--- src/design/uks_pkg.sv ---
`timescale 1ns / 1ps
// ----------------------------------------------------------------------------
// uks_pkg
// Shared types and constants for the unique key set with sorted dump.
// ----------------------------------------------------------------------------
package uks_pkg;

    localparam int CAPACITY_DEF = 16;
    localparam int KEY_W        = 32;
    localparam int CMD_W        = 2;

    typedef enum logic [CMD_W-1:0] {
        CMD_INSERT = 2'd0,
        CMD_DELETE = 2'd1,
        CMD_SEARCH = 2'd2,
        CMD_DUMP   = 2'd3
    } cmd_t;

    typedef enum logic [2:0] {
        ST_IDLE,
        ST_LOOKUP,
        ST_APPLY,
        ST_SCAN,
        ST_EMIT
    } state_t;

    // controller to datapath
    typedef struct packed {
        logic capture;
        logic lookup;
        logic apply;
        logic scan;
        logic emit;
    } ctl_t;

    // datapath to controller
    typedef struct packed {
        logic out_free;
        logic scan_done;
        logic dump_last;
    } sts_t;

endpackage

--- src/design/uks_ctrl.sv ---
`timescale 1ns / 1ps
// ----------------------------------------------------------------------------
// uks_ctrl
// Sequencer for lookup/update and the repeated minimum-search passes of dump.
// ----------------------------------------------------------------------------
module uks_ctrl
(
    input  logic                        clk,
    input  logic                        rst_n,
    input  logic                        in_valid,
    output logic                        in_stall,
    input  logic [uks_pkg::CMD_W-1:0]   cmd,
    output uks_pkg::ctl_t               ctl,
    input  uks_pkg::sts_t               sts
);
    import uks_pkg::*;

    state_t state_reg;
    state_t state_next;

    always_ff @(posedge clk or negedge rst_n)
    begin
        if (!rst_n)
        begin
            state_reg <= ST_IDLE;
        end
        else
        begin
            state_reg <= state_next;
        end
    end

    always_comb
    begin
        state_next = state_reg;
        case (state_reg)
            ST_IDLE:
            begin
                if (in_valid)
                begin
                    state_next = (cmd_t'(cmd) == CMD_DUMP) ? ST_SCAN : ST_LOOKUP;
                end
            end
            ST_LOOKUP:
            begin
                state_next = ST_APPLY;
            end
            ST_APPLY:
            begin
                if (sts.out_free)
                begin
                    state_next = ST_IDLE;
                end
            end
            ST_SCAN:
            begin
                if (sts.scan_done)
                begin
                    state_next = ST_EMIT;
                end
            end
            ST_EMIT:
            begin
                if (sts.out_free)
                begin
                    state_next = sts.dump_last ? ST_IDLE : ST_SCAN;
                end
            end
            default:
            begin
                state_next = ST_IDLE;
            end
        endcase
    end

    always_comb
    begin
        in_stall    = 1'b1;
        ctl         = '0;
        case (state_reg)
            ST_IDLE:
            begin
                in_stall    = 1'b0;
                ctl.capture = in_valid;
            end
            ST_LOOKUP:
            begin
                ctl.lookup = 1'b1;
            end
            ST_APPLY:
            begin
                ctl.apply = sts.out_free;
            end
            ST_SCAN:
            begin
                ctl.scan = 1'b1;
            end
            ST_EMIT:
            begin
                ctl.emit = sts.out_free;
            end
            default:
            begin
                in_stall = 1'b1;
            end
        endcase
    end

endmodule

--- src/design/uks_dpath.sv ---
`timescale 1ns / 1ps
// ----------------------------------------------------------------------------
// uks_dpath
// Slot storage, parallel key match, scan unit for dump and result register.
// ----------------------------------------------------------------------------
module uks_dpath
#(
    parameter int CAPACITY = uks_pkg::CAPACITY_DEF
)
(
    input  logic                                clk,
    input  logic                                rst_n,
    input  logic [uks_pkg::CMD_W-1:0]           cmd,
    input  logic signed [uks_pkg::KEY_W-1:0]    key,
    input  uks_pkg::ctl_t                       ctl,
    output uks_pkg::sts_t                       sts,
    output logic                                out_valid,
    input  logic                                out_stall,
    output logic                                ok,
    output logic signed [uks_pkg::KEY_W-1:0]    item_key,
    output logic                                is_empty,
    output logic                                last
);
    import uks_pkg::*;

    localparam int IDX_W = (CAPACITY > 1) ? $clog2(CAPACITY) : 1;
    localparam int CNT_W = $clog2(CAPACITY + 1);

    // storage
    logic signed [KEY_W-1:0] slot_key_reg [CAPACITY];
    logic [CAPACITY-1:0]     slot_valid_reg;
    logic [CAPACITY-1:0]     slot_valid_next;
    logic [CNT_W-1:0]        cnt_reg;
    logic [CNT_W-1:0]        cnt_next;

    // current item
    cmd_t                    cmd_reg;
    logic signed [KEY_W-1:0] key_reg;
    logic [CAPACITY-1:0]     match_reg;

    // dump scan
    logic [IDX_W-1:0]        scan_idx_reg;
    logic [IDX_W-1:0]        scan_idx_next;
    logic                    found_reg;
    logic                    found_next;
    logic                    have_prev_reg;
    logic                    have_prev_next;
    logic [CNT_W-1:0]        emitted_reg;
    logic [CNT_W-1:0]        emitted_next;
    logic signed [KEY_W-1:0] best_reg;
    logic signed [KEY_W-1:0] prev_reg;

    // result register
    logic                    out_valid_reg;
    logic                    out_valid_next;
    logic                    ok_reg;
    logic signed [KEY_W-1:0] item_key_reg;
    logic                    is_empty_reg;
    logic                    last_reg;

    logic [CAPACITY-1:0]     match_vec;
    logic [CAPACITY-1:0]     free_oh;
    logic                    hit;
    logic                    full;
    logic                    res_ok;
    logic                    ins_done;
    logic                    del_done;
    logic signed [KEY_W-1:0] cur_key;
    logic                    cur_valid;
    logic                    take;
    logic                    out_load;

    always_comb
    begin
        for (int i = 0; i < CAPACITY; i++)
        begin
            match_vec[i] = slot_valid_reg[i] && (slot_key_reg[i] == key_reg);
        end
    end

    // lowest clear bit as one-hot
    assign free_oh = ~slot_valid_reg & (slot_valid_reg + {{(CAPACITY-1){1'b0}}, 1'b1});
    assign hit     = |match_reg;
    assign full    = &slot_valid_reg;

    always_comb
    begin
        case (cmd_reg)
            CMD_INSERT: res_ok = !hit && !full;
            CMD_DELETE: res_ok = hit;
            CMD_SEARCH: res_ok = hit;
            default:    res_ok = hit;
        endcase
    end

    assign ins_done = ctl.apply && (cmd_reg == CMD_INSERT) && res_ok;
    assign del_done = ctl.apply && (cmd_reg == CMD_DELETE) && res_ok;

    always_comb
    begin
        slot_valid_next = slot_valid_reg;
        cnt_next        = cnt_reg;
        if (ins_done)
        begin
            slot_valid_next = slot_valid_reg | free_oh;
            cnt_next        = cnt_reg + CNT_W'(1);
        end
        else if (del_done)
        begin
            slot_valid_next = slot_valid_reg & ~match_reg;
            cnt_next        = cnt_reg - CNT_W'(1);
        end
    end

    // one slot per scan cycle: smallest key above the one emitted last
    assign cur_key   = slot_key_reg[scan_idx_reg];
    assign cur_valid = slot_valid_reg[scan_idx_reg];
    assign take      = cur_valid && (!have_prev_reg || (cur_key > prev_reg))
                                 && (!found_reg || (cur_key < best_reg));

    assign sts.scan_done = (scan_idx_reg == IDX_W'(CAPACITY - 1));
    assign sts.dump_last = !found_reg || ((emitted_reg + CNT_W'(1)) == cnt_reg);
    assign sts.out_free  = !out_valid_reg || !out_stall;

    always_comb
    begin
        scan_idx_next  = scan_idx_reg;
        found_next     = found_reg;
        have_prev_next = have_prev_reg;
        emitted_next   = emitted_reg;
        if (ctl.capture)
        begin
            scan_idx_next  = '0;
            found_next     = 1'b0;
            have_prev_next = 1'b0;
            emitted_next   = '0;
        end
        else if (ctl.scan)
        begin
            scan_idx_next = sts.scan_done ? '0 : scan_idx_reg + IDX_W'(1);
            if (take)
            begin
                found_next = 1'b1;
            end
        end
        else if (ctl.emit)
        begin
            found_next     = 1'b0;
            have_prev_next = 1'b1;
            emitted_next   = emitted_reg + CNT_W'(1);
        end
    end

    assign out_load = ctl.apply || ctl.emit;

    always_comb
    begin
        out_valid_next = out_valid_reg;
        if (out_load)
        begin
            out_valid_next = 1'b1;
        end
        else if (out_valid_reg && !out_stall)
        begin
            out_valid_next = 1'b0;
        end
    end

    always_ff @(posedge clk or negedge rst_n)
    begin
        if (!rst_n)
        begin
            slot_valid_reg <= '0;
            cnt_reg        <= '0;
            scan_idx_reg   <= '0;
            found_reg      <= 1'b0;
            have_prev_reg  <= 1'b0;
            emitted_reg    <= '0;
            out_valid_reg  <= 1'b0;
        end
        else
        begin
            slot_valid_reg <= slot_valid_next;
            cnt_reg        <= cnt_next;
            scan_idx_reg   <= scan_idx_next;
            found_reg      <= found_next;
            have_prev_reg  <= have_prev_next;
            emitted_reg    <= emitted_next;
            out_valid_reg  <= out_valid_next;
        end
    end

    always_ff @(posedge clk)
    begin
        if (ctl.capture)
        begin
            cmd_reg <= cmd_t'(cmd);
            key_reg <= key;
        end
        if (ctl.lookup)
        begin
            match_reg <= match_vec;
        end
        for (int i = 0; i < CAPACITY; i++)
        begin
            if (ins_done && free_oh[i])
            begin
                slot_key_reg[i] <= key_reg;
            end
        end
        if (ctl.scan && take)
        begin
            best_reg <= cur_key;
        end
        if (ctl.emit)
        begin
            prev_reg <= best_reg;
        end
        if (ctl.apply)
        begin
            ok_reg       <= res_ok;
            item_key_reg <= key_reg;
            is_empty_reg <= 1'b0;
            last_reg     <= 1'b1;
        end
        else if (ctl.emit)
        begin
            ok_reg       <= found_reg;
            item_key_reg <= found_reg ? best_reg : '0;
            is_empty_reg <= !found_reg;
            last_reg     <= sts.dump_last;
        end
    end

    assign out_valid = out_valid_reg;
    assign ok        = ok_reg;
    assign item_key  = item_key_reg;
    assign is_empty  = is_empty_reg;
    assign last      = last_reg;

endmodule

--- src/design/unique_key_set_with_sorted_dump.sv ---
`timescale 1ns / 1ps
// ----------------------------------------------------------------------------
// unique_key_set_with_sorted_dump
// Set of distinct signed keys with insert, delete, search and sorted dump.
// ----------------------------------------------------------------------------
//  channel | handshake            | payload
//  --------+----------------------+-------------------------------------
//  in      | in_valid / in_stall  | cmd, key
//  out     | out_valid / out_stall| ok, item_key, is_empty, last
//
//  insert, delete, search: one beat out, registered through the lookup and apply states
//  dump: each key takes one pass over all slots, one slot compared at a time;
//  an empty set gives a single beat with is_empty set
//  one item at a time; the next input beat is taken while a result waits
//  out_stall holds the result register and delays the next emit
//  reset empties the set at once, no clearing pass
// ----------------------------------------------------------------------------
module unique_key_set_with_sorted_dump
#(
    parameter int CAPACITY = uks_pkg::CAPACITY_DEF
)
(
    input  logic                                clk,
    input  logic                                rst_n,
    input  logic                                in_valid,
    output logic                                in_stall,
    input  logic [uks_pkg::CMD_W-1:0]           cmd,
    input  logic signed [uks_pkg::KEY_W-1:0]    key,
    output logic                                out_valid,
    input  logic                                out_stall,
    output logic                                ok,
    output logic signed [uks_pkg::KEY_W-1:0]    item_key,
    output logic                                is_empty,
    output logic                                last
);
    import uks_pkg::*;

    ctl_t ctl;
    sts_t sts;

    uks_ctrl u_ctrl
    (
        .clk      (clk),
        .rst_n    (rst_n),
        .in_valid (in_valid),
        .in_stall (in_stall),
        .cmd      (cmd),
        .ctl      (ctl),
        .sts      (sts)
    );

    uks_dpath #(
        .CAPACITY (CAPACITY)
    ) u_dpath
    (
        .clk       (clk),
        .rst_n     (rst_n),
        .cmd       (cmd),
        .key       (key),
        .ctl       (ctl),
        .sts       (sts),
        .out_valid (out_valid),
        .out_stall (out_stall),
        .ok        (ok),
        .item_key  (item_key),
        .is_empty  (is_empty),
        .last      (last)
    );

endmodule

--- config.mk ---
export PLATFORM = sky130hd
export DESIGN_NAME = unique_key_set_with_sorted_dump
export DESIGN_NICKNAME = d
export VERILOG_FILES = /design/src/design/uks_pkg.sv /design/src/design/uks_ctrl.sv /design/src/design/uks_dpath.sv /design/src/design/unique_key_set_with_sorted_dump.sv
export SDC_FILE = /design/constraint.sdc
export NUM_CORES = 1
export LEC_CHECK = 0
export BUFFER_PORTS_ARGS = -buffer_cell sky130_fd_sc_hd__clkbuf_2
export CORE_UTILIZATION = 60
export DETAILED_ROUTE_END_ITERATION = 10
export PLACE_DENSITY = 0.77
export SLEW_MARGIN = 25
export SYNTH_ARGS = -nofsm -noshare
export SYNTH_HDL_FRONTEND = slang
export SYNTH_SLANG_ARGS = --single-unit
--- constraint.sdc ---
create_clock -name clk -period 5.7 [get_ports clk]
set_input_delay 0.855 -clock clk [delete_from_list [all_inputs] [get_ports clk]]
set_output_delay 0.855 -clock clk [all_outputs]
set_load 0.05 [all_outputs]
After elaboration in Yosys (flattened, before gate mapping)
Memory sizes are Yosys's and may differ from the RTL's. Index checks and enable logic that the tools add are counted.

Bits in writable memories: 512. Register bits: 185. Memories: 1.

Memory list: u_dpath.slot_key_reg (depth 16, bits a word 32, read ports 17, clocked after memory_dff 0, wr ports 1, RTL line uks_dpath.sv:30) `logic signed [KEY_W-1:0] slot_key_reg [CAPACITY];`.

$lt $le $gt $ge: 3. Bitwise gates (word level): 5. Add/subtract/negate cells: 5. Eq/ne operators: 30. Muxes and demuxes: 117. Reduce and logical (&&, ||, !) cells: 80.

Operator list (number): 32-bit two-way mux (18); 32-bit == test (16); 32-bit OR reduction (15); 4-bit two-way mux (18); 1-bit two-way mux (66); 1-bit logical AND (41); 16-bit bitwise AND (2); 32-bit greater-than comparator (1); 32-bit less-than comparator (1); 16-bit two-way mux (2); 16-bit inverter (2); 5-bit two-way mux (5); 16-bit by 1-bit adder with 16-bit output (second input constant) (1); 16-bit bitwise OR (1); 16-bit AND reduction (1); 16-bit OR reduction (1); 3-bit case mux with 5 select lines (1); 3-bit two-way mux (4); 5-bit by 1-bit adder with 5-bit output (second input constant) (2); 2-bit nonzero test (5); 3-bit by 2-bit == test with 1-bit output (second input constant) (2); 1-bit logical NOT (6); 2-bit by 1-bit != test with 1-bit output (second input constant) (3); 5-bit == test (1); 18 further kinds (25).

Longest topological paths before layout
Gate-level depths: netlist of the first run.

Depth after elaboration: 24. Gate-level depth with buffers: 13. Gate-level depth less buffers: 12.

Modules after synthesis
A second synthesis of the first run with hierarchy kept.

Cells, all modules: 2396. Area, all modules: 34086.4 sq um.

Modules (own cells, without submodules): uks_dpath (area each 33807.4 sq um, seq. area each 20654.8 sq um, times used 1, cells each 2366); uks_ctrl (area each 279.0 sq um, seq. area each 75.1 sq um, times used 1, cells each 30).

Worst setup path after synthesis of the first run
No wires, ideal clock.

Path type: input to register. From: in out_stall. To: mem u_dpath.slot_key_reg[5][0], enable pin. Buffers on the path: 1. Path slack: -0.033 ns. Data required time: 5.199 ns. Setup time: 0.501 ns. Arrival time: 5.232 ns. Stages on the path: 6. Cell sequence: and2_1 > or4_1 > or2_1 > o21bai_4 > buf_4 > nor4_1.

Longest elaborated chain between the ends: 24. Elaborated cells on any way between the ends: 98. Those cells by class: mux: 63; reduce/logical: 35.

RTL lines: from (decl) (RTL line unique_key_set_with_sorted_dump.sv:30) `input logic out_stall,`; 1-bit logical NOT * (RTL line uks_dpath.sv:123) `assign sts.out_free = !out_valid_reg || !out_stall;`; 1-bit logical OR * (RTL line uks_dpath.sv:123); 1-bit two-way mux * (RTL line uks_ctrl.sv:80) `case (state_reg)`; 1-bit logical AND * (2 in a row) (RTL line uks_dpath.sv:96) `assign ins_done = ctl.apply && (cmd_reg == CMD_INSERT) && res_ok;`; 1-bit logical AND (RTL line uks_dpath.sv:206) `if (ins_done && free_oh[i])`; 1-bit two-way mux (RTL line uks_dpath.sv:206); 1-bit two-way mux (implied by the code) (RTL line uks_dpath.sv:208) `slot_key_reg[i] <= key_reg;`; 32-bit OR reduction (no line); 4-bit two-way mux (no line) or 1-bit two-way mux (tied branches) (15 in a row); to (decl) (RTL line uks_dpath.sv:30).

Every way passes the cells marked *; elsewhere a longest branch is shown, timed or not.

Worst setup path after layout of the first run
From: reg u_dpath.scan_idx_reg[1]. To: reg u_dpath.best_reg[10], enable pin.

Longest elaborated chain between the ends: 6. Elaborated cells on any way between the ends: 10. Those cells by class: order compare: 2; mux: 2; reduce/logical: 5; memory: 1.

RTL lines: from (decl) (RTL line uks_dpath.sv:42) `logic [IDX_W-1:0] scan_idx_reg;`; from (signal assigned) (RTL line uks_dpath.sv:185) `scan_idx_reg <= scan_idx_next;`; memory read 16 x 32 bit *; via u_dpath.cur_key[27] (RTL line uks_dpath.sv:68) `logic signed [KEY_W-1:0] cur_key;`; 32-bit greater-than comparator (RTL line uks_dpath.sv:118) `assign take = cur_valid && (!have_prev_reg || (cur_key > prev_reg))`; 1-bit logical OR (RTL line uks_dpath.sv:118); 1-bit logical AND (RTL line uks_dpath.sv:118); 1-bit logical AND * (RTL line uks_dpath.sv:119) `&& (!found_reg || (cur_key < best_reg));`; 1-bit logical AND * (RTL line uks_dpath.sv:211) `if (ctl.scan && take)`; to (signal assigned) (RTL line uks_dpath.sv:213) `best_reg <= cur_key;`; to (decl) (RTL line uks_dpath.sv:50) `logic signed [KEY_W-1:0] best_reg;`.

The timed path passes the listed nets; every way through them passes the cells marked *. The select of a mux whose other input is x is not followed. A chain may end at the register's enable or synchronous reset.

==> results of run 1 <==
cells by family after synthesis:
family	after synthesis	share of synthesized area, %
XOR/XNOR	527	13.70
AO/OA/AOI/OAI	139	2.810
adder cells (fa/ha/maj)	69	2.584
multiplexers	169	11.01
AND/OR/NAND/NOR	375	6.044
buffers and inverters	203	2.350
flip-flops	697	61.51
power groups by stage:
stage	clock network, W	logic, W	registers, W
2_1_floorplan	0	0.00228	0.00667
3_3_place_gp	0	0.00381	0.00650
3_5_place_dp	0	0.00385	0.00651
4_1_cts	0.00461	0.00387	0.00640
5_1_grt	0.00479	0.00411	0.00643
6_report	0.00459	0.00394	0.00641
final timing paths:
path                                    startpoint                       to  cells past startpoint
hold reg to reg                u_dpath.best_reg[8]      u_dpath.prev_reg[8]                      0
setup / recovery           u_dpath.scan_idx_reg[1]     u_dpath.best_reg[10]                     12
max in group asynchronous                    rst_n  u_dpath.scan_idx_reg[0]                      1
hold / removal                               rst_n       u_dpath.cnt_reg[4]                      1
min in group clk                           key[24]      u_dpath.key_reg[24]                      1
setup reg to reg           u_dpath.scan_idx_reg[1]     u_dpath.best_reg[10]                     12
layout by cell type (no fill, tap or decap), types with 9 or more instances in the layout:
cell	n
o21ai_0	33
clkbuf_2	73
nor4_1	53
xnor2_1	456
o31ai_1	32
mux4_2	161
dfrtp_1	33
clkbuf_16	75
buf_4	71
inv_1	82
ha_1	68
nand2_1	81
clkbuf_1	22
nand3_1	36
edfxtp_1	659
clkinv_1	13
buf_12	9
nor2_4	11
a21oi_1	30
xor2_1	71
clkinv_2	11
nand4_1	128
nor2_1	21
metrics by stage:
step / total power [W] / hold WS [ns] / utilization (%) / instances
detailed placement: 0.01036 / 0.4340 / 63.97 / 2960
global route: 0.01533 / 0.3764 / 68.09 / 3094
CTS: 0.01488 / 0.3747 / 68.01 / 3092
global placement: 0.01031 / 0.4318 / 63.91 / 2959
finish: 0.01494 / 0.3422 / 68.09 / 3094
floorplan: 0.008944 / 0.4211 / - / 2179
metal layers:
| metal | vias to the layer above | share of wire (%) |
|---|---|---|
| li1 | 8553 | - |
| met2 | 1706 | 44 |
| met1 | 10750 | 36 |
| met5 | - | 0.024 |
| met4 | 4 | 8.1 |
| met3 | 362 | 12 |
critical path, delay by kind of cell, from the launching register on:
family                     cells  cell delay [ns]
AOI/OAI and AO/OA              3             0.68
adders and majority gates      1             0.36
buffers and inverters          2             0.66
DFF                            1             0.91
muxes                          2             1.06
and+or+nand+nor                4             1.07
cell type report:
| cell class | count | share of cell area (%) |
|---|---|---|
| clock buffers | 100 | 5.313 |
| clock inverters | 32 | 0.6246 |
| inverters | 83 | 0.8273 |
| multi-input cells | 1279 | 32.73 |
| flip-flops and latches | 697 | 55.07 |
| well taps | 748 | 2.485 |
| repair buffers | 155 | 2.950 |
==> reports/qor.txt, run 1 <==
distinct cell type count after synthesis -> 65
Ports -> 75
overflow left after global routing -> 0
Comb pwr share -> 26.4%
Clk pwr share -> 30.7%
max_slew headroom -> 30.95%
CTS Sinks -> 697
Startpoint Class -> flip-flop
initial antenna violation count -> 6
TNS Setup -> 0 ns
Tcrit/Tclk final -> 90.03%
largest net degree at the start of global routing -> 69
commonest register cell after synthesis -> edfxtp_1
Seq cells post-synth -> 697
critical path's largest stage delay -> 0.91 ns
fmax -> 0.1949 GHz
leakage -> 12.11 nW
RSZ-0062 raised after global routing -> no
Tightest Hold Check Type -> in -> async
Most Frequent Cell on Critical Path -> mux4_2
top post-synthesis cells by area -> edfxtp_1 (59%), xnor2_1 (12%), mux4_2 (11%)
global-route wire length before repair -> 152200 um
top cells by count, synth -> edfxtp_1 (659), xnor2_1 (456), mux4_2 (161), nand4_1 (128), clkbuf_1 (94)
Routed Antenna Nets -> 0
TritonCTS clock tree -> done
Max Cap Viol -> 0
via-per-instance ratio -> 6.909
status -> complete, no violations
vias in the first global route -> 20660
post-CTS setup buffers -> 0
pre-CTS setup slack -> 0.5952 ns
Seq/Total Area, Yosys -> 61.51%
crit path cell chain -> buf_4 -> mux4_2 -> mux4_2 -> ha_1 -> nand4_1 -> nor4_1 -> and3_1 -> a221o_1 -> o21ai_0 -> nand3b_1 -> o211a_1 -> buf_12
post-DP HPWL -> 78240 um
reg-to-reg slack, setup -> 0.57 ns
share of flip-flops with an asynchronous set or reset -> 5.165%
Clock Latency Late Sink -> 0.64 ns
YS warnings -> 0
EDFF count, synth -> 659
CP endpoint kind -> flip-flop
slowest stage cell on the critical path -> dfrtp_4
area of the multi-input gates -> 0.01232 sq mm
area delta synth->final -> 11.74%
placed cell areas -> 0.03538 sq mm
Worst Skew -> 0.02167 ns
P_int -> 0.01004 W
count leader, synth -> edfxtp_1
CTS Buf Count -> 74
DRC viols -> 0
Mapped Nets -> 2286
wirelength, routed -> 107900 um
crit path DAT -> 5.46 ns
row count -> 86
final setup vio count -> 0
pwr/cell area -> 396.8 mW/mm^2
nets -> 2397
synthesized area per cell -> 15.47 sq um
Final Slew Violations -> 0
Hold-fix buffers, CTS -> 0
Root Buffer -> clkbuf_16
post-CTS sizing -> 0
Critical Path Fanout Max -> 42
Die Ht -> 239.0 um
Seq pwr share -> 42.9%
met1 Usage GRT -> 51.90%
top-area cell type share of the netlist area -> 58.72%
# H-tree levels -> 3
Worst-path clk slew -> 0.06 ns
Period minus WS final -> 5.132 ns
All-Layer GR Usage -> 38.66%
final hold viol count -> 0
share of layout cells above drive strength 1 -> 19.14%
core area -> 0.05531 sq mm
design area -> 0.03766 sq mm
Syn Std Cell Area -> 0.03370 sq mm
initial core utilization -> 60.94%
Starting DRT DRC Count -> 3227
Slew @ Worst Pin -> 1.028 ns
register area -> 0.02074 sq mm
Switch Pwr -> 0.004899 W
Switching Share -> 32.79%
GRT Max-Usage Layer -> met2
Synth area leader -> edfxtp_1
Routed WL per cell -> 34.88 um
WP data required -> 6.02 ns
Worst Slack Setup Final -> 0.5684 ns
met3 Use GR -> 8.383%
Filler cells -> 3756
routability cong. -> 1.059
Die Width -> 239.0 um
met2 Track Usage GR -> 57.16%
max reg flops -> 512
clk buf depth -> 3
via count -> 21380
Initial DRT Pass Iterations -> 5
die area -> 0.05712 sq mm
Antenna Diode Count -> 0
Port-buffer cells -> 74
Syn Inst Count -> 2179
Worst Setup Path Type -> reg -> reg
Peak supply drop -> 387.3 uV
(Power assumes the default switching activity.)
==> run 2, diff against run 1 <==
Settings changed: CORE_UTILIZATION 60 to 40, PLACE_DENSITY 0.77 to not set.
Clock period 5.7 ns to 4.6 ns, I/O delays scaled along.
==> run 2 against run 1 <==
  * Hold slack got worse by 0.25 ns
  * Clock power rose by 38%
  * Worst setup slack got worse by 0.37 ns
  * Maximum frequency rose by 17%
  * Cell count rose by 13%
  * Critical path depth rose by 1
  * First-iteration DRC count fell by 15%
  * Register-to-register slack got worse by 0.37 ns
  * Core utilization fell by 21 points
  * Clock skew rose by 0.0089 ns
  * Combinational power rose by 32%
  * Critical path type unchanged
  * Highest routed layer unchanged
==> reports/qor.txt, run 2 (synthesis gave the netlist of run 1 again) <==
max_slew headroom -> 23.88% (-7.1 points)
Final Slew Violations -> 0 (unchanged)
Startpoint Class -> flip-flop
overflow left after global routing -> 0 (unchanged)
Tightest Hold Check Type -> in -> async
RSZ-0062 raised after global routing -> no
Clock Latency Late Sink -> 0.64 ns (about the same)
final setup vio count -> 0 (unchanged)
pwr/cell area -> 499.9 mW/mm^2 (+26%)
Routed Antenna Nets -> 0 (unchanged)
CTS Buf Count -> 79 (+6.8%)
Worst Setup Path Type -> reg -> reg
final hold viol count -> 0 (unchanged)
Filler cells -> 7243 (+93%)
vias in the first global route -> 21010 (+1.7%)
Starting DRT DRC Count -> 2753 (-15%)
area delta synth->final -> 15.64%
nets -> 2451 (+2.3%)
CTS Sinks -> 697 (unchanged)
post-DP HPWL -> 86750 um (+11%)
Root Buffer -> clkbuf_16
initial antenna violation count -> 8 (+2)
status -> complete, no violations
placed cell areas -> 0.03637 sq mm (+2.8%)
register area -> 0.02074 sq mm (unchanged)
Hold-fix buffers, CTS -> 0 (unchanged)
DRC viols -> 0 (unchanged)
routability cong. -> 0.9963 (-5.9%)
Port-buffer cells -> 74 (unchanged)
Slew @ Worst Pin -> 1.142 ns (+0.1135 ns)
via-per-instance ratio -> 6.028 (-13%)
largest net degree at the start of global routing -> 68 (-1.4%)
Initial DRT Pass Iterations -> 6 (+1)
crit path DAT -> 4.72 ns (-0.74 ns)
Worst Slack Setup Final -> 0.1999 ns (-0.3685 ns)
wirelength, routed -> 116500 um (+8.0%)
Max Cap Viol -> 0 (unchanged)
Tcrit/Tclk final -> 95.66% (+5.6 points)
CP endpoint kind -> flip-flop
All-Layer GR Usage -> 27.23% (-11 points)
design area -> 0.03897 sq mm (+3.5%)
Ports -> 75 (unchanged)
WP data required -> 4.92 ns (-1.10 ns)
clk buf depth -> 3 (unchanged)
# H-tree levels -> 3 (unchanged)
share of layout cells above drive strength 1 -> 21.31% (+2.2 points)
most frequent cells in the layout -> edfxtp_1 (659), xnor2_1 (456), mux4_2 (161)
die area -> 0.08542 sq mm (+50%)
area of the multi-input gates -> 0.01233 sq mm (about the same)
pre-CTS setup slack -> 0.2062 ns (-0.3890 ns)
core area -> 0.08356 sq mm (+51%)
global-route wire length before repair -> 162100 um (+6.6%)
Peak supply drop -> 290.1 uV (-25%)
Routed WL per cell -> 33.41 um (-4.2%)
Period minus WS final -> 4.400 ns (-0.7315 ns)
Die Width -> 292.3 um (+22%)
reg-to-reg slack, setup -> 0.20 ns (-0.37 ns)
Die Ht -> 292.3 um (+22%)
commonest non-fill, non-tap cell in the layout -> edfxtp_1
leakage -> 12.57 nW (+3.8%)
initial core utilization -> 40.34% (-21 points)
Critical Path Fanout Max -> 13 (-69%)
fmax -> 0.2273 GHz (+17%)
Worst Skew -> 0.03055 ns (+0.008876 ns)
Worst-path clk slew -> 0.06 ns (about the same)
max reg flops -> 512 (unchanged)
via count -> 21030 (-1.6%)
TritonCTS clock tree -> done
TNS Setup -> 0 ns (unchanged)
row count -> 106 (+23%)
[run 2: cell count changes in the layout (fill, tap and decap cells not counted), sizes merged]
cell | before | now
inv | 86 | 85
buf | 82 | 129
clkbuf | 173 | 176
clkinv | 26 | 33
diode | 0 | 1
bufinv | 2 | 7
[run 2: final timing paths]
kind,start,to,depth (start not counted)
setup / recovery,u_dpath.scan_idx_reg[0],u_dpath.best_reg[16],13
hold / removal,rst_n,u_ctrl.state_reg[1],1
setup reg to reg,u_dpath.scan_idx_reg[0],u_dpath.best_reg[16],13
hold reg to reg,u_dpath.best_reg[1],u_dpath.prev_reg[1],0
max in group asynchronous,rst_n,u_dpath.scan_idx_reg[0],1
min in group clk,key[20],u_dpath.key_reg[20],1
[run 2: final cells by class]
type	instances	share of cell area, %
clock inverters	43	1.024
clock buffers	101	5.551
well taps	1080	3.467
inverters	83	0.7994
flip-flops and latches	697	53.21
multi-input cells	1279	31.63
diodes	1	0.006421
repair buffers	204	4.315
[run 2: metal layers]
metal	vias up	wire, um	GRT usage, %
met5	-	47	0
met4	6	6826	14.76
met3	237	9014	4.105
met2	1136	54270	42.83
met1	10970	46390	36.48
li1	8674	-	-
[run 2: power breakdown]
| group | internal [W] | leakage, nW | switching (W) |
|---|---|---|---|
| combinational | 0.00193 | 4.85 | 0.00327 |
| clock | 0.00372 | 1.26 | 0.00263 |
| sequential | 0.00752 | 6.46 | 0.000421 |
[run 2: per-stage QoR]
stage / total power, W / hold WS [ns] / std cells / util, %
floorplan: 0.01108 / 0.3944 / 2179 / -
global placement: 0.01313 / 0.4303 / 3340 / 43.51
global route: 0.02006 / 0.1313 / 3487 / 46.64
detailed placement: 0.01319 / 0.4321 / 3341 / 43.53
finish: 0.01948 / 0.08814 / 3488 / 46.64
CTS: 0.01951 / 0.09367 / 3485 / 46.59
[run 2: worst max-delay path: stages (launching register included)]
cell and delay (ns):
dfrtp_4 0.50, buf_4 0.18, clkbuf_16 0.22, mux4_2 0.61
mux4_2 0.63, ha_1 0.36, nand4_1 0.12, nor3_1 0.10
a31oi_1 0.32, buf_4 0.18, nand3_1 0.12, a21oi_1 0.30
o211a_4 0.27, buf_12 0.16
[run 2: what timing repair did]
item,4_1_cts,5_1_grt
buffers inserted,0,1
resized for setup,0,1
endpoints found under the setup margin,0,7
==> run 3, diff against run 2 <==
Settings changed: CORE_UTILIZATION 40 to 36, RECOVER_POWER set to 50.
==> run 3 against run 2 <==
  * The run now ends with capacitance limit, slew limit, setup timing left
  * Clock power up 2%
  * Non-clock buffer count down 2
  * Critical path depth down 7
  * Global-route usage down 2.6 points
  * Cell count up 4.7%
  * Register-to-register slack worse by 0.23 ns
  * Via count up 1.2%
  * Worst setup slack worse by 0.23 ns
  * Maximum frequency down 4.9%
  * First-iteration DRC count up 4.7%
  * Die area up 11%
  * Combinational power down 2%
  * Largest power group unchanged
  * Highest routed layer unchanged
==> reports/qor.txt, run 3 (synthesis gave the netlist of run 1 again) <==
status -> complete, but fails checks
failing checks -> capacitance limit, slew limit, setup timing
Tightest Hold Check Type -> in -> reg
Max Cap Viol -> 15 (+15)
clk buf depth -> 3 (unchanged)
Final Hold Slack -> 0.2124 ns (+0.1242 ns)
routability cong. -> 0.9923 (-0.40%)
Worst-path clk slew -> 0.06 ns (about the same)
share of layout cells above drive strength 1 -> 17.03% (-4.3 points)
RSZ-0062 raised after global routing -> no
slowest stage cell on the critical path -> clkbuf_1
DRC viols -> 0 (unchanged)
Peak supply drop -> 340.3 uV (+17%)
Die Ht -> 308.0 um (+5.4%)
final hold viol count -> 0 (unchanged)
Die Width -> 308.0 um (+5.4%)
placed cell areas -> 0.03653 sq mm (+0.43%)
All-Layer GR Usage -> 24.65% (-2.6 points)
post-CTS setup buffers -> 0 (unchanged)
overflow left after global routing -> 0 (unchanged)
CTS Sinks -> 697 (unchanged)
nets -> 2452 (+0.041%)
critical path's largest stage delay -> 1.95 ns (+1.32 ns)
max_slew headroom -> -89.35% (-110 points)
register area -> 0.02074 sq mm (unchanged)
fmax -> 0.2161 GHz (-4.9%)
final setup vio count -> 2 (+2)
via count -> 21290 (+1.2%)
largest net degree at the start of global routing -> 68 (unchanged)
Routed Antenna Nets -> 0 (unchanged)
Starting DRT DRC Count -> 2883 (+4.7%)
WP data required -> 4.95 ns (+0.03 ns)
Initial DRT Pass Iterations -> 7 (+1)
Hold-fix buffers, CTS -> 0 (unchanged)
Tcrit/Tclk final -> 100.6% (+4.9 points)
initial core utilization -> 36.55% (-3.8 points)
most frequent cells in the layout -> edfxtp_1 (659), xnor2_1 (456), mux4_2 (161)
Port-buffer cells -> 74 (unchanged)
Slew @ Worst Pin -> 2.840 ns (+1.698 ns)
crit path cell chain -> clkbuf_1 -> xnor2_1 -> nand4_1 -> nor4_1 -> nand4_1 -> nor4_1
leakage -> 12.20 nW (-3.0%)
initial antenna violation count -> 9 (+1)
Root Buffer -> clkbuf_16
area of the multi-input gates -> 0.01232 sq mm (about the same)
core area -> 0.09222 sq mm (+10%)
pwr/cell area -> 502.9 mW/mm^2 (+0.61%)
TritonCTS clock tree -> done
CP endpoint kind -> flip-flop
die area -> 0.09485 sq mm (+11%)
crit path DAT -> 4.98 ns (+0.26 ns)
Startpoint Class -> flip-flop
Ports -> 75 (unchanged)
Worst Setup Path Type -> reg -> reg
global-route wire length before repair -> 163800 um (+1.0%)
via-per-instance ratio -> 5.829 (-3.3%)
Worst Skew -> 0.03234 ns (+0.001796 ns)
commonest non-fill, non-tap cell in the layout -> edfxtp_1
max reg flops -> 512 (unchanged)
row count -> 111 (+4.7%)
CTS Buf Count -> 82 (+3.8%)
Final Slew Violations -> 457 (+457)
Period minus WS final -> 4.628 ns (+0.2274 ns)
Worst Slack Setup Final -> -0.02750 ns (-0.2274 ns)
wirelength, routed -> 117000 um (+0.37%)
post-CTS sizing -> 0 (unchanged)
area delta synth->final -> 15.28%
Critical Path Fanout Max -> 33 (+20)
design area -> 0.03885 sq mm (-0.31%)
vias in the first global route -> 21190 (+0.87%)
Clock Latency Late Sink -> 0.65 ns (about the same)
pre-CTS setup slack -> 0.1363 ns (-0.06995 ns)
Filler cells -> 8387 (+16%)
post-DP HPWL -> 86260 um (-0.57%)
Routed WL per cell -> 32.03 um (-4.1%)
# H-tree levels -> 3 (unchanged)
## run 3: cell types whose count changed in the layout (fill, tap and decap cells not counted), moves of 2 or more
cell | before | now
buf_4 | 104 | 41
clkbuf_8 | 4 | 0
buf_12 | 23 | 21
clkinvlp_4 | 1 | 3
clkbuf_1 | 15 | 119
clkinv_2 | 14 | 11
clkbuf_2 | 73 | 39
## run 3: critical path, delay by kind of cell (launching register included)
family / cells / cell delay (ns)
xor gates and xnor gates: 1 / 0.26
buffers and inverters: 1 / 1.95
DFF: 1 / 0.33
and+or+nand+nor: 4 / 1.70
## run 3: worst paths after layout
check | depth (start not counted) | to | from | slack, ns
setup / recovery | 6 | u_dpath.match_reg[11] | u_dpath.key_reg[24] | -0.03
hold / removal | 1 | u_dpath.key_reg[2] | key[2] | 0.21
setup reg to reg | 6 | u_dpath.match_reg[11] | u_dpath.key_reg[24] | -0.03
hold reg to reg | 0 | u_dpath.prev_reg[2] | u_dpath.best_reg[2] | 0.44
max in group asynchronous | 2 | u_dpath.scan_idx_reg[0] | rst_n | 2.02
min in group asynchronous | 2 | u_dpath.out_valid | rst_n | 0.88
## run 3: final cells by class
class                      instances  share of cell area (%)
antenna                            1                0.006441
clock buffer                     101                   5.520
clock inverter                    46                   1.233
inverter                          83                  0.8019
multi-input combinational       1279                   31.71
sequential                       697                   53.38
tap                             1243                   4.003
timing repair buffer             202                   3.352
## run 3: report_power, final
group,switching [W],internal [W]
clock,0.00271,0.00378
combinational,0.00327,0.00182
sequential,0.000421,0.00754
## run 3: routing by layer
metal  GRT usage, %  up-vias  part of all wire, %
met2          39.00     1258                   46
met3          4.734      245                  9.1
met1          32.43    11100                   39
met4          12.18        6                  5.6
li1               -     8673                    -
met5              0        -                0.038
## run 3: metrics by stage
| step | TNS [ns] | utilization [%] | power [W] | std cells |
|---|---|---|---|---|
| floorplan | -4.338 | - | 0.01108 | 2179 |
| global placement | 0 | 39.59 | 0.01314 | 3503 |
| detailed placement | 0 | 39.61 | 0.01322 | 3504 |
| CTS | 0 | 42.45 | 0.01968 | 3651 |
| global route | 0 | 42.13 | 0.02015 | 3651 |
| finish | -0.03461 | 42.13 | 0.01954 | 3652 |
